**src/rtl/core/aid_pkg.sv**
```systemverilog
// aid_pkg: shared types and codes for the instruction decoder
// no dependencies
package aid_pkg;

	localparam logic [4:0] F_DP = 5'd0, F_MUL = 5'd1, F_LMUL = 5'd2, F_SWP = 5'd3,
		F_HW = 5'd4, F_BX = 5'd5, F_NOP = 5'd6, F_MRS = 5'd7, F_MSR = 5'd8,
		F_BR = 5'd9, F_LDR = 5'd10, F_LDM = 5'd11, F_SWI = 5'd12, F_CDP = 5'd13,
		F_MRC = 5'd14, F_LDC = 5'd15, F_FOP = 5'd16, F_FRX = 5'd17, F_FLD = 5'd18,
		F_UND = 5'd19;

	localparam int M_S = 0, M_BL = 1, M_PRE = 2, M_UP = 3, M_WB = 4, M_LD = 5,
		M_USR = 6, M_PCR = 7, M_ODD = 8;

	localparam logic [3:0] SK_LSL = 4'd1, SK_RRX = 4'd5, SK_REG = 4'd6;
	localparam logic [3:0] REG_PC = 4'd15;
	localparam logic [23:0] BX_PATTERN = 24'h12fff1;
	localparam logic [31:0] NOP_WORD = 32'he1a00000;
	localparam logic [31:0] PC_AHEAD = 32'd8;

	typedef struct packed {
		logic [4:0]  form;
		logic [3:0]  operation;
		logic [3:0]  condition;
		logic [3:0]  dest_reg;
		logic [3:0]  base_reg;
		logic [3:0]  operand_reg;
		logic [3:0]  shift_reg;
		logic [3:0]  shift_kind;
		logic [5:0]  shift_amount;
		logic [8:0]  modifiers;
		logic [31:0] immediate;
	} dec_rec_t;

	// what stage 2 needs to build a target
	typedef struct packed {
		logic        add_en;
		logic        up;
		logic [31:0] offset;
	} tgt_ctl_t;

endpackage

```
**src/rtl/core/aid_target.sv**
```systemverilog
// aid_target: pc-relative target adder, combinational
// depends on aid_pkg
module aid_target import aid_pkg::*; (
	input  tgt_ctl_t    tgt,
	input  logic [31:0] address,
	output logic [31:0] target
);

	always_comb begin
		if (!tgt.add_en) target = '0;
		else if (tgt.up) target = address + tgt.offset + PC_AHEAD;
		else target = address - tgt.offset + PC_AHEAD;
	end

endmodule
```
**config.mk**
```make
export PLATFORM = sky130hd
export DESIGN_NAME = aid_target
export DESIGN_NICKNAME = d
export VERILOG_FILES = /design/src/rtl/core/aid_pkg.sv /design/src/rtl/core/aid_target.sv
export SDC_FILE = /design/constraint.sdc
export NUM_CORES = 1
export LEC_CHECK = 0
export ABC_CLOCK_PERIOD_IN_PS = 2800
export BUFFER_PORTS_ARGS = -buffer_cell sky130_fd_sc_hd__buf_2
export CORE_UTILIZATION = 40
export DETAILED_ROUTE_END_ITERATION = 8
export GPL_ROUTABILITY_DRIVEN = 0
export PLACE_DENSITY = 0.73
export SYNTH_ARGS = -nofsm -noshare
export SYNTH_HDL_FRONTEND = slang
export SYNTH_SLANG_ARGS = --single-unit
```
**constraint.sdc**
```tcl
create_clock -name vclk -period 2.8
set_clock_uncertainty 0.2 [all_clocks]
set_input_delay 0.14 -clock vclk [all_inputs]
set_output_delay 0.14 -clock vclk [all_outputs]
set_load 0.02 [all_outputs]
```
After elaboration in Yosys (flattened, before gate mapping)
Cells that the tools add are included.
- word-level logic and storage cells: 6
- bits in registers: 0
- memories: 0
- latch bits: 0
- memory bits (read-only): 0
- output and inout bits: 32
- input bits: 66
- memory bits (writable): 0
- $lt $le $gt $ge: 0
- div/mod/pow operators: 0
- reductions and logical operators: 0
- equal/unequal tests: 0
- multipliers: 0
- bitwise operators: 0
- mux-type cells: 2
- add/subtract/negate cells: 4
- shift operators: 0
- operator list (operator ; count):
    $add 32x4->32 const B ; 2
    $mux 32 ; 2
    $add 32x32->32 ; 1
    $sub 32x32->32 ; 1

Longest topological paths before layout
- depth after elaboration: 4
- gate-level depth with buffers: 13
- mapped depth without buffers: 13

Worst setup path after synthesis
OpenSTA, ideal clock, no wires.
- kind: input to output
- start: input tgt[1] (netlist bit)
- end: output target[19]
- setup slack: -402 ps
- buffers on the path: 0
- cell stages on the path: 12
- data required time: 2460 ps
- arrival time: 2862 ps
- cell sequence: inv_1 ha_1 ha_1 fa_1 a211o_1 a211o_1 and3_1 a31oi_2 o22a_1 a311o_1 xor2_1 o22ai_1
- cells in the longest elaborated chain, start to end: 4
- elaborated cells on any way between the ends: 6
- classes of those cells: add/sub: 4; mux: 2
- ends and longest elaborated chain (what ; RTL line ; RTL):
    start: declaration ; aid_target.sv:4 ; input tgt_ctl_t tgt,
    $sub 32x32->32 / $add 32x32->32 (equally long branches) ; aid_target.sv:12, aid_target.sv:11 ;
    $add 32x4->32, on equally long branches ; aid_target.sv:12, aid_target.sv:11 ;
    $mux 32 (*) ; aid_target.sv:11 ; else if (tgt.up) target = address + tgt.offset + PC_AHEAD;
    $mux 32 (*) ; aid_target.sv:10 ; if (!tgt.add_en) target = '0;
    end: declaration ; aid_target.sv:6 ; output logic [31:0] target
Mark *: on every way between the ends. The rest lies on a longest branch, timed or not.

Worst setup path after layout
- start: input tgt[6] (netlist bit)
- end: output target[22]
Same word-level chain as after synthesis.

==> results_dict.tcl <==
set metrics [dict create \
    synth_area_per_cell_um2 7.34 \
    cap_violations 0 \
    crit_start "tgt[6]" \
    tns_ns -7.56 \
    violations "negative setup slack" \
    antenna_cells 0 \
    holdPathEnd "target[0]" \
    drc_errors 0 \
    drt_wl_total_um 18200 \
    rows 39 \
    period_minus_slack_ns 3.28 \
    hold-path-cell-count 4 \
    die_y_um 110 \
    slew_viol_final 0 \
    synth_cell_types 67 \
    port_buffers 98 \
    nNetsFinal 1103 \
    critPathCaptureType "primary output" \
    vias_per_cell 5.74 \
    setup_viol 25 \
    leakagePower_nw 4.01 \
    post_route_cells_drive_above_1_share_pct 47.9 \
    grtUsageTotal_pct 26.2 \
    ys_seq_area_share_pct 0 \
    seqCellArea_um2 0 \
    tightest_slew_ns 0.966 \
    status "finished with violations" \
    grt_pass1_vias 5983 \
    ant_nets 0 \
    start_kind "input port" \
    grt_setup_unrepaired "yes" \
    critPathArrivalTime_ns 2.94 \
    final_common_cell "buf_4" \
    dp.cells 1042 \
    syn_inst 641 \
    fp.dieW_um 110 \
    initial_core_util_pct 41.2 \
    syn_to_final_growth_pct 66.9 \
    grt_max_degree 37 \
    drtIter0Drc 372 \
    crit_type "input port to primary output" \
    holdWs_ns 0.506 \
    via_count 6046 \
    min_from "tgt[0]" \
    ios 98 \
    hold_class "input port to primary output" \
    dr.pass1.iters 7 \
    antenna_found_initial 0 \
    slew-limit-headroom_pct 35.6 \
    irDropWorstVdd_mv 0.201 \
    synth.net_count 831 \
    grt.overflow.total 0 \
    crit_fanout 4 \
    finalCritPeriodShare_pct 117 \
    yosys_warnings 0 \
    synth.cell_area_um2 4700 \
    crit_required_ns 2.46 \
    powerDensity_nw_per_um2 314 \
    dp_hpwl_um 12700 \
    finalWorstSetupSlack_ns -0.482 \
    finalNonFillerCells 1054 \
    n_clock_buffer 0 \
    final_cell_mix "buf_4, ha_1, buf_2, inv_1" \
    hold_violations 0 \
    clock.fmax_mhz 305 \
    wire_per_inst_um 17.3 \
    seq_cells 0 \
    coreArea_um2 11400 \
    grt_pass1_wl_um 27100 \
    design.die.area_um2 12200 \
]
stage by stage:
step	cell area (µm²)	utilization (%)	setup slack, ns	total power, mW
after floorplan	4970	-	-0.0237	1.23
after global placement	6900	60.5	-0.501	1.99
after detailed placement	6900	60.5	-0.511	2.01
after CTS	7500	65.7	-0.383	2.24
after global routing	7850	68.7	-0.563	2.62
final	7850	68.7	-0.482	2.47
kinds of logic after synthesis:
logic type | synth area share, %
AO/OA/AOI/OAI | 32.6
adder cells (fa/ha/maj) | 33.3
multiplexers | 1.30
AND/OR/NAND/NOR | 15.6
buffers and inverters | 7.87
XOR/XNOR | 9.31
routing by layer:
| layer | share of wire, % | global-route usage [%] |
|---|---|---|
| met5 | 0 | 0 |
| met4 | 5.1 | 11.2 |
| met3 | 4.7 | 1.70 |
| met2 | 51 | 48.3 |
| met1 | 40 | 31.2 |
critical path, cell delays in order:
cell and delay (ns):
buf_2 0.09, inv_1 0.07, ha_4 0.29, inv_1 0.08
ha_4 0.18, or3_4 0.40, a311oi_4 0.27, buf_4 0.18
nor4b_4 0.05, o2111ai_4 0.26, buf_4 0.17, buf_6 0.09
nand3_4 0.07, xnor2_2 0.16, o22ai_1 0.22, buf_4 0.21
cells in the mapped netlist (3+ instances only):
cell type | instances | area, µm²
a211o_1 | 7 | 61.3
a211oi_1 | 10 | 75.1
a211oi_2 | 3 | 37.5
a21o_1 | 33 | 248
a21oi_1 | 52 | 260
a21oi_2 | 4 | 35.0
a311oi_2 | 3 | 45.0
a31oi_1 | 7 | 43.8
and3_1 | 5 | 31.3
clkbuf_1 | 15 | 56.3
ha_1 | 122 | 1530
inv_1 | 79 | 297
mux2i_1 | 5 | 50.1
nand2_1 | 39 | 146
nand2b_1 | 6 | 37.5
nand3_1 | 14 | 70.1
nand4_1 | 9 | 56.3
nor2_1 | 47 | 176
nor2b_1 | 4 | 25.0
nor3_1 | 6 | 30.0
nor3b_1 | 5 | 37.5
o211ai_1 | 6 | 45.0
o21a_1 | 7 | 52.6
o21ai_0 | 29 | 145
o21ai_1 | 6 | 30.0
o21bai_1 | 5 | 37.5
o22ai_1 | 7 | 43.8
o31ai_1 | 3 | 22.5
xnor2_1 | 34 | 298
xor2_1 | 16 | 140
cell type report:
type / count / area (µm²)
Fill cell: 859 / 3570
Inverter: 79 / 309
Multi-Input combinational cell: 543 / 5290
Tap cell: 143 / 179
Timing Repair Buffer: 289 / 2080
what timing repair did:
| item | in CTS | in global routing |
|---|---|---|
| pin swaps | 63 | 44 |
| gates resized for setup | 110 | 64 |
| buffers inserted | 10 | 8 |
| setup endpoints to repair | 24 | 25 |
| hold buffers | 0 | 0 |
worst max-delay path by stage:
stage                  to  cells after the start
2_1_floorplan  target[29]                     13
3_3_place_gp   target[29]                     15
3_5_place_dp   target[29]                     15
4_1_cts        target[19]                     14
5_1_grt        target[22]                     16
6_report       target[22]                     16
where the power goes:
| part | total, mW | internal, mW | switching [mW] |
|---|---|---|---|
| sequential | 0 | 0 | 0 |
| clock | 0 | 0 | 0 |
| combinational | 2.47 | 1.20 | 1.27 |
| total | 2.47 | 1.20 | 1.27 |
(Power assumes the default switching activity.)
